## config.mk

```make
export PLATFORM = sky130hd
export DESIGN_NAME = impulse_energy_auto_gain_core
export DESIGN_NICKNAME = d
export VERILOG_FILES = /design/src/sv/ieag_pkg.sv /design/src/sv/ieag_ctrl.sv /design/src/sv/ieag_dpath.sv /design/src/sv/impulse_energy_auto_gain_core.sv
export SDC_FILE = /design/constraint.sdc
export NUM_CORES = 2
export LEC_CHECK = 0
export ABC_CLOCK_PERIOD_IN_PS = 23200
export BUFFER_PORTS_ARGS = -buffer_cell sky130_fd_sc_hd__buf_2
export CAP_MARGIN = 20
export CELL_PAD_IN_SITES_DETAIL_PLACEMENT = 0
export CELL_PAD_IN_SITES_GLOBAL_PLACEMENT = 1
export CORE_UTILIZATION = 48
export CTS_CLUSTER_SIZE = 20
export DETAILED_ROUTE_END_ITERATION = 12
export GPL_TIMING_DRIVEN = 0
export PLACE_DENSITY = 0.81
export SETUP_SLACK_MARGIN = 0.15
export SKIP_CTS_REPAIR_TIMING = 1
export SLEW_MARGIN = 20
export SYNTH_ARGS = -nofsm -noshare
export SYNTH_HDL_FRONTEND = slang
export SYNTH_SLANG_ARGS = --single-unit
```

## constraint.sdc

```tcl
create_clock -name clk -period 23.2 [get_ports clk]
set_clock_uncertainty 0.05 [all_clocks]
set_input_delay 3.48 -clock clk [delete_from_list [all_inputs] [get_ports clk]]
set_output_delay 3.48 -clock clk [all_outputs]
set_load 0.1 [all_outputs]
```

## src/sv/ieag_pkg.sv

```systemverilog
// ----------------------------------------------------------------------------
// ieag_pkg
// Shared types and constants of the impulse energy auto gain block.
// ----------------------------------------------------------------------------
package ieag_pkg;

    localparam int SAMPLE_BITS = 24;
    localparam int FRAC_BITS   = SAMPLE_BITS - 1;
    localparam int SQ_W        = 2 * SAMPLE_BITS;
    localparam int ACC_W       = 64;
    localparam int QUO_W       = 46;
    localparam int GAIN_W      = 24;
    localparam int DIV_STEPS   = 46 + 2 * FRAC_BITS;
    localparam int SQRT_STEPS  = QUO_W / 2;
    localparam int CNT_W       = $clog2(DIV_STEPS);

    localparam logic [ACC_W-1:0]  ONE_ENERGY = ACC_W'(1) << (2 * FRAC_BITS);
    localparam logic [GAIN_W-1:0] GAIN_ONE   = GAIN_W'(1) << (GAIN_W - 1);

    typedef struct packed {
        logic signed [23:0] sample;
        logic               end_of_buffer;
        logic               end_of_set;
    } smp_t;

    typedef struct packed {
        logic [23:0] buffer_gain;
        logic [23:0] auto_gain;
        logic        set_done;
        logic        energy_saturated;
    } res_t;

    typedef struct packed {
        logic sq_load;
        logic acc_add;
        logic prep;
        logic div_step;
        logic sqrt_init;
        logic sqrt_step;
        logic out_load;
        logic set_end;
    } cmd_t;

endpackage

```

## src/sv/ieag_ctrl.sv

```systemverilog
// ----------------------------------------------------------------------------
// ieag_ctrl
// Sequencer: sample intake, end-of-buffer flush, divide and root steps, result.
// ----------------------------------------------------------------------------
module ieag_ctrl (
    input  logic          clk,
    input  logic          rst_n,
    input  logic          smp_valid,
    input  ieag_pkg::smp_t smp,
    output logic          smp_stall,
    input  logic          le_one,
    output logic          res_valid,
    input  logic          res_stall,
    output ieag_pkg::cmd_t cmd
);
    import ieag_pkg::*;

    typedef enum logic [2:0] {
        ST_RUN,
        ST_FLUSH,
        ST_PREP,
        ST_DIV,
        ST_SQRT_INIT,
        ST_SQRT,
        ST_OUT
    } state_t;

    localparam logic [CNT_W-1:0] DIV_LAST  = CNT_W'(DIV_STEPS - 1);
    localparam logic [CNT_W-1:0] SQRT_LAST = CNT_W'(SQRT_STEPS - 1);

    state_t           state_reg, state_next;
    logic [CNT_W-1:0] cnt_reg, cnt_next;
    logic             sq_vld_reg, sq_vld_next;
    logic             eos_reg, eos_next;
    logic             out_vld_reg, out_vld_next;
    logic             accept;
    logic             out_free;

    assign smp_stall = (state_reg != ST_RUN);
    assign accept    = smp_valid && (state_reg == ST_RUN);
    assign out_free  = !out_vld_reg || !res_stall;
    assign res_valid = out_vld_reg;

    always_comb
    begin
        state_next  = state_reg;
        cnt_next    = cnt_reg;
        sq_vld_next = sq_vld_reg;
        eos_next    = eos_reg;
        cmd         = '0;
        cmd.set_end = eos_reg;
        case (state_reg)
            ST_RUN:
            begin
                cmd.sq_load = accept;
                cmd.acc_add = sq_vld_reg;
                sq_vld_next = accept;
                if (accept && smp.end_of_buffer)
                begin
                    eos_next   = smp.end_of_set;
                    state_next = ST_FLUSH;
                end
            end
            ST_FLUSH:
            begin
                // last square of the buffer goes into the energy
                cmd.acc_add = sq_vld_reg;
                sq_vld_next = 1'b0;
                state_next  = ST_PREP;
            end
            ST_PREP:
            begin
                cmd.prep   = 1'b1;
                cnt_next   = '0;
                state_next = le_one ? ST_OUT : ST_DIV;
            end
            ST_DIV:
            begin
                cmd.div_step = 1'b1;
                if (cnt_reg == DIV_LAST)
                begin
                    cnt_next   = '0;
                    state_next = ST_SQRT_INIT;
                end
                else
                begin
                    cnt_next = cnt_reg + 1'b1;
                end
            end
            ST_SQRT_INIT:
            begin
                cmd.sqrt_init = 1'b1;
                state_next    = ST_SQRT;
            end
            ST_SQRT:
            begin
                cmd.sqrt_step = 1'b1;
                if (cnt_reg == SQRT_LAST)
                begin
                    cnt_next   = '0;
                    state_next = ST_OUT;
                end
                else
                begin
                    cnt_next = cnt_reg + 1'b1;
                end
            end
            ST_OUT:
            begin
                if (out_free)
                begin
                    cmd.out_load = 1'b1;
                    state_next   = ST_RUN;
                end
            end
            default:
            begin
                state_next = ST_RUN;
            end
        endcase

        if (cmd.out_load)
        begin
            out_vld_next = 1'b1;
        end
        else
        begin
            out_vld_next = out_vld_reg && res_stall;
        end
    end

    always_ff @(posedge clk or negedge rst_n)
    begin
        if (!rst_n)
        begin
            state_reg   <= ST_RUN;
            cnt_reg     <= '0;
            sq_vld_reg  <= 1'b0;
            eos_reg     <= 1'b0;
            out_vld_reg <= 1'b0;
        end
        else
        begin
            state_reg   <= state_next;
            cnt_reg     <= cnt_next;
            sq_vld_reg  <= sq_vld_next;
            eos_reg     <= eos_next;
            out_vld_reg <= out_vld_next;
        end
    end

endmodule

```

## src/sv/ieag_dpath.sv

```systemverilog
// ----------------------------------------------------------------------------
// ieag_dpath
// Datapath: square and saturating energy sum, restoring divide, integer root,
// running minimum and result register.
// ----------------------------------------------------------------------------
module ieag_dpath (
    input  logic           clk,
    input  logic           rst_n,
    input  ieag_pkg::smp_t smp,
    input  ieag_pkg::cmd_t cmd,
    output logic           le_one,
    output ieag_pkg::res_t res
);
    import ieag_pkg::*;

    logic [SAMPLE_BITS-1:0] raw;
    logic [SAMPLE_BITS-1:0] mag;
    logic [SQ_W-1:0]        sq_reg;
    logic [ACC_W-1:0]       energy_reg, energy_next;
    logic                   sat_reg, sat_next;
    logic [GAIN_W-1:0]      min_reg, min_next;
    logic [ACC_W:0]         sum;
    logic [ACC_W-1:0]       rem_reg;
    logic [QUO_W-1:0]       quo_reg;
    logic [QUO_W-1:0]       v_reg;
    logic [QUO_W:0]         root_reg;
    logic [QUO_W-1:0]       bit_reg;
    logic [ACC_W:0]         rem_sh;
    logic                   rem_ge;
    logic [QUO_W:0]         trial;
    logic                   v_ge;
    logic [GAIN_W-1:0]      gain;
    logic [GAIN_W-1:0]      new_min;
    res_t                   res_reg;

    // magnitude of the full 24-bit two's complement sample
    assign raw = smp.sample[SAMPLE_BITS-1:0];
    assign mag = raw[SAMPLE_BITS-1] ? (~raw + 1'b1) : raw;

    assign sum    = {1'b0, energy_reg} + (ACC_W + 1)'(sq_reg);
    assign le_one = (energy_reg <= ONE_ENERGY);

    assign rem_sh = {rem_reg, 1'b0};
    assign rem_ge = (rem_sh >= {1'b0, energy_reg});
    assign trial  = root_reg + (QUO_W + 1)'(bit_reg);
    assign v_ge   = ({1'b0, v_reg} >= trial);

    assign gain    = root_reg[GAIN_W-1:0];
    assign new_min = (gain < min_reg) ? gain : min_reg;

    always_comb
    begin
        energy_next = energy_reg;
        sat_next    = sat_reg;
        min_next    = min_reg;
        if (cmd.acc_add)
        begin
            if (sum[ACC_W])
            begin
                energy_next = '1;
                sat_next    = 1'b1;
            end
            else
            begin
                energy_next = sum[ACC_W-1:0];
            end
        end
        if (cmd.out_load)
        begin
            energy_next = '0;
            sat_next    = 1'b0;
            min_next    = cmd.set_end ? GAIN_ONE : new_min;
        end
    end

    always_ff @(posedge clk or negedge rst_n)
    begin
        if (!rst_n)
        begin
            energy_reg <= '0;
            sat_reg    <= 1'b0;
            min_reg    <= GAIN_ONE;
        end
        else
        begin
            energy_reg <= energy_next;
            sat_reg    <= sat_next;
            min_reg    <= min_next;
        end
    end

    always_ff @(posedge clk)
    begin
        if (cmd.sq_load)
        begin
            sq_reg <= SQ_W'(mag) * SQ_W'(mag);
        end

        if (cmd.prep)
        begin
            rem_reg <= ACC_W'(1);
            quo_reg <= '0;
            // low energy needs no divide, gain is one
            root_reg <= (QUO_W + 1)'(GAIN_ONE);
        end
        else if (cmd.div_step)
        begin
            if (rem_ge)
            begin
                rem_reg <= rem_sh[ACC_W-1:0] - energy_reg;
                quo_reg <= {quo_reg[QUO_W-2:0], 1'b1};
            end
            else
            begin
                rem_reg <= rem_sh[ACC_W-1:0];
                quo_reg <= {quo_reg[QUO_W-2:0], 1'b0};
            end
        end

        if (cmd.sqrt_init)
        begin
            v_reg    <= quo_reg;
            root_reg <= '0;
            bit_reg  <= QUO_W'(1) << (QUO_W - 2);
        end
        else if (cmd.sqrt_step)
        begin
            if (v_ge)
            begin
                v_reg    <= v_reg - trial[QUO_W-1:0];
                root_reg <= (root_reg >> 1) + (QUO_W + 1)'(bit_reg);
            end
            else
            begin
                root_reg <= root_reg >> 1;
            end
            bit_reg <= bit_reg >> 2;
        end

        if (cmd.out_load)
        begin
            res_reg.buffer_gain      <= gain;
            res_reg.auto_gain        <= new_min;
            res_reg.set_done         <= cmd.set_end;
            res_reg.energy_saturated <= sat_reg;
        end
    end

    assign res = res_reg;

endmodule

```

## src/sv/impulse_energy_auto_gain_core.sv

```systemverilog
// ----------------------------------------------------------------------------
// impulse_energy_auto_gain_core
// Per-buffer energy normalisation gain with running minimum over a set.
// ----------------------------------------------------------------------------
// Samples are taken one per cycle while a buffer streams in; each square is
// registered and added into a saturating 64-bit energy sum. The request that
// carries end_of_buffer closes the buffer: the block then stalls its input
// through flush, set-up, the restoring divide (one quotient bit per cycle),
// root set-up and the integer square root (one root bit per cycle) until the
// result register loads; a buffer whose energy is at most 1.0 skips the divide
// and root. The result register lets the next buffer start while the previous
// result waits to be taken, although a further result cannot load until that
// one has left.
module impulse_energy_auto_gain_core (
    input  logic           clk,
    input  logic           rst_n,
    input  logic           smp_valid,
    output logic           smp_stall,
    input  ieag_pkg::smp_t smp,
    output logic           res_valid,
    input  logic           res_stall,
    output ieag_pkg::res_t res
);
    import ieag_pkg::*;

    cmd_t cmd;
    logic le_one;

    ieag_ctrl u_ctrl (
        .clk       (clk),
        .rst_n     (rst_n),
        .smp_valid (smp_valid),
        .smp       (smp),
        .smp_stall (smp_stall),
        .le_one    (le_one),
        .res_valid (res_valid),
        .res_stall (res_stall),
        .cmd       (cmd)
    );

    ieag_dpath u_dpath (
        .clk    (clk),
        .rst_n  (rst_n),
        .smp    (smp),
        .cmd    (cmd),
        .le_one (le_one),
        .res    (res)
    );

endmodule

```

# Yosys cells after proc, flatten, opt, wreduce, memory -nomap -nowiden
# Index checks and enable logic that the tools add are counted.
[word_totals]
regBits = 426
latchBits = 0
ramBits = 0
rom_bits = 0
input_bits = 30
output_inout_bits = 52
wordCells = 99
mem_count = 0
[classes]
n_addsub = 7
n_mul = 1
div = 0
magnitude_cmp = 4
eq_ne = 12
n_shift = 0
n_mux = 36
bitwise_logic = 1
reduce_logical = 20
[op_table]
columns = ["operator", "n"]
rows = [
  ["64-bit 2-to-1 mux", 4],
  ["47-bit 2-to-1 mux", 3],
  ["46-bit 2-to-1 mux", 3],
  ["24-bit 2-to-1 mux", 3],
  ["64-bit by 48-bit adder with 65-bit output", 1],
  ["65-bit by 64-bit greater-or-equal comparator with 1-bit output", 1],
  ["64-bit by 47-bit less-or-equal comparator with 1-bit output, second input constant", 1],
  ["64-bit subtractor", 1],
  ["24-bit by 24-bit multiplier with 48-bit output", 1],
  ["46-bit by 45-bit adder with 47-bit output", 1],
  ["47-bit by 45-bit adder with 47-bit output", 1],
  ["46-bit by 47-bit greater-or-equal comparator with 1-bit output", 1],
  ["46-bit subtractor", 1],
  ["24-bit by 1-bit adder with 24-bit output, second input constant", 1],
  ["24-bit less-than comparator", 1],
  ["24-bit inverter", 1],
  ["3-bit one-hot mux with 7 select lines", 1],
  ["7-bit one-hot mux with 3 select lines", 1],
  ["3-bit 2-to-1 mux", 5],
  ["7-bit 2-to-1 mux", 2],
  ["1-bit 2-to-1 mux", 13],
  ["2-bit nonzero test", 6],
  ["3-bit equality test, second input constant", 3],
  ["7-bit by 1-bit adder with 7-bit output, second input constant", 1],
  ["15 further kinds", 24],
]

# Longest topological paths before layout
[logic_depth]
ltp_word = 6
depth_mapped = 39
mapped_depth_nobuf = 36

# Cells and area by module
# A second synthesis with hierarchy kept.
[unflattened]
hier_cells = 5151
area_unflattened_um2 = 45559.9
[modules_own_cells]
columns = ["module", "instances", "cells_per_inst", "area_each_um2"]
rows = [
  ["ieag_dpath", 1, 5062, 44746.7],
  ["ieag_ctrl", 1, 89, 813.3],
]

# Worst setup path after synthesis
# Ideal clock, no wire load.
[synth_timing]
kind = "input port to flip-flop"
startpoint = "input port smp[5] (netlist bit)"
endpoint = "register u_dpath.sq_reg[46] (data pin)"
t_arrival_ps = 12475
required_time_ps = 22892
slack_ps = 10417
stages = 34
n_path_buf = 1
path_cell_list = "or4_4 -> or3_4 -> or4_4 -> or4_1 -> or3_4 -> o21ai_0 -> xor2_1 -> inv_2 -> buf_2 -> nand2_1 -> inv_1 -> fa_1 -> inv_1 -> fa_1 -> inv_1 -> fa_1 -> fa_1 -> fa_1 -> fa_1 -> inv_1 -> fa_1 -> inv_1 -> ha_1 -> nand3_1 -> nor3_1 -> nand2_1 -> a31oi_1 -> nor2_1 -> o311ai_0 -> nand3_1 -> a31oi_1 -> o21a_1 -> nor2_1 -> xnor2_1"
[synth_via]
elab_chain_cells = 4
[synth_lines]
columns = ["item", "line", "rtl"]
rows = [
  ["start, declared", "impulse_energy_auto_gain_core.sv:19", "input ieag_pkg::smp_t smp,"],
  ["24-bit inverter", "ieag_dpath.sv:38", "assign mag = raw[SAMPLE_BITS-1] ? (~raw + 1'b1) : raw;"],
  ["24-bit by 1-bit adder with 24-bit output", "ieag_dpath.sv:38", ""],
  ["24-bit 2-to-1 mux *", "ieag_dpath.sv:38", ""],
  ["24-bit by 24-bit multiplier with 48-bit output *", "ieag_dpath.sv:96", "sq_reg <= SQ_W'(mag) * SQ_W'(mag);"],
  ["end signal, assigned", "ieag_dpath.sv:96", ""],
  ["end, declared", "ieag_dpath.sv:18", "logic [SQ_W-1:0] sq_reg;"],
]
# Mark *: on every way between the ends. The rest lies on a longest branch, timed or not.
# A chain may end at the register's enable or synchronous reset.

# Final worst setup path
[layout_timing]
startpoint = "input port smp[2] (netlist bit)"
endpoint = "register u_dpath.sq_reg[46] (data pin)"
# Same word-level chain as after synthesis.

==> metrics.cfg <==
[yosys]
synth_simple_gate_area_share=0.145
synthAdderAreaFrac=0.306
synth-compound-area-share=0.165
synthMuxAreaShare=0.0138
synth-edff-count=143
ys_seq_area_frac=0.234
synth_top_family_by_area=adder cells
avgSynthCellArea_um2=8.65
synth.top_cell.area_share=0.194
yosys-top-cells-area=fa_1, ha_1, edfxtp_1, dfxtp_1, inv_1
synth_top_area_cell=fa_1
syn_inst=5160
ys_ff_latch=425
async_flop_share=0.240
synth_top_flop_cell=dfxtp_1
syn-cell-area_um2=44700
yosysWarnings=0
ys_types=79
synth_xor_area_frac=0.0577
synth_common_cells=inv_1, nand2_1, fa_1
yosysMostFrequentCell=inv_1

[clock_network]
clk_latency_ps=610
cts.sinks=425
cts_tree=done
clk_root_buffer_cell=clkbuf_16
cts_buffers=46
clk_pin_slew_ps=60
clock_path_buffers=3
cts_max_level=2

[worst_setup_path]
worstReg2RegEnd=u_dpath.v_reg[33]
crit_path_max_fanout=11
cp_common_cell=fa_1
crit_type=input pin to flop
max_stage_delay_ps=860
cp_slowest_cell=xnor2_1
endpoint_kind=flop
reg2reg_from=u_dpath.root_reg[2]
worstPathArrival_ps=15180
regToRegSetupSlack_ps=15320
crit_required_ps=23490
reg2reg_depth=23
start_kind=input pin

[hold_path]
min_from=u_dpath.sat_reg
holdPathStages=0
hold_path_class=flop to flop
min_to=u_dpath.res[0]

[sta]
tightest_slew_ps=1190
fin_setup_tns_ps=0
max_freq_mhz=67.2
finalSetupViolations=0
finalCritPeriodShare=0.642
slew_headroom=0.199
slew_viol_final=0
fin_crit_ps=14890
final-hold-violation-count=0
rsz0062_at_grt=false

[finish]
antenna_cells=0
layout.nets=6177
layout-drive-gt1-share=0.0409
n_fill_cell=8876
synthToLayoutAreaGrowth_pct=8.36

[drt]
drtPass1Iterations=6
routedWlPerCell_um=19.6
avgViaCountPerCell=5.57
drtIter0Drc=2519
post-route-drc-count=0
drt.antenna.violating_nets=0
dr_total_vias=36700
wl_mm=129

[place]
dpl.hpwl_mm=104
gp_congestion=0.938
io_buffers=81

[status]
status=finished clean

[grt]
grt_pass1_vias=36100
grt_max_degree=54
grt_overflow=0
antenna_found_initial=1
grt_pass1_wl_mm=202
grt_usage=0.273

[floorplan]
rows=111
core_area_um2=91900
io_pins=82
die-area_um2=94300
die_h_um=307
die_w_um=307
start_util=0.486

[flow_run]
maxCapViolCount=0

-- per-stage QoR --
stage / setup WS (ps) / hold WS, ps / area, µm² / std cells / util
2_1_floorplan: 10420 / 375 / 44700 / 5177 / -
3_3_place_gp: 7640 / 394 / 46700 / 6501 / 0.508
3_5_place_dp: 7690 / 399 / 46900 / 6509 / 0.510
4_1_cts: 8310 / 414 / 48400 / 6595 / 0.526
5_1_grt: 7760 / 441 / 48400 / 6595 / 0.526
6_report: 8310 / 406 / 48400 / 6595 / 0.526
-- metal layers --
metal | part of all wire | GRT usage | vias to the layer above
met5 | 0.000085 | 0 | -
met4 | 0.037 | 0.0933 | 2
li1 | - | - | 17700
met1 | 0.45 | 0.373 | 17800
met2 | 0.46 | 0.453 | 989
met3 | 0.046 | 0.0259 | 223
-- how the worst max path moves through the flow --
stage	end	start	slack, ps	cells past startpoint
after global routing	u_dpath.sq_reg[46]	smp[2]	7760	35
after floorplan	u_dpath.sq_reg[46]	smp[5]	10420	34
after detailed placement	u_dpath.sq_reg[46]	smp[2]	7690	35
after global placement	u_dpath.sq_reg[46]	smp[2]	7640	35
after CTS	u_dpath.sq_reg[46]	smp[2]	8310	35
final	u_dpath.sq_reg[46]	smp[2]	8310	35
-- cell type report --
type / count / area, µm² / area share
clock inverter: 26 / 220 / 0.00455
timing repair buffer: 89 / 576 / 0.0119
clock buffer: 60 / 1250 / 0.0259
multi-input combinational: 3824 / 30800 / 0.637
inverter: 704 / 2640 / 0.0546
sequential: 425 / 10500 / 0.216
tap: 1243 / 1560 / 0.0321
buffer: 224 / 853 / 0.0176
-- placed cells by master, fill, tap and decap left out, types with 47 or more instances in the layout --
master,count
nor3_1,67
xnor2_1,185
dfrtp_1,101
buf_2,87
clkbuf_1,213
o21ai_0,341
nor2_1,334
nand3_1,96
a21oi_1,264
fa_1,432
inv_1,698
ha_1,401
a21o_1,145
dfxtp_1,180
xor2_1,105
o21bai_1,50
nand4_1,55
mux2i_1,58
a31oi_1,71
clkbuf_16,47
nand2_1,662
edfxtp_1,143
-- kinds of logic (layout without fill, tap and decap cells) --
family / count (synthesis) / in the layout
other: 2 / 19
DFF: 425 / 425
AOI/OAI and AO/OA: 1170 / 1170
muxes: 61 / 61
buffers and inverters: 928 / 1103
adders and majority gates: 833 / 833
xor gates and xnor gates: 294 / 294
and+or+nand+nor: 1447 / 1447
-- critical path: cells and delay by family --
kind,cells,cell delay (ps)
AO/OA/AOI/OAI,5,2050
buffers and inverters,10,2300
XOR/XNOR,2,1000
adder cells (fa/ha/maj),9,4350
AND/OR/NAND/NOR,9,1930
Power is left out: the tool's default activity adds up to more than one toggle a clock period on the data nets, which glitch-free logic cannot reach.
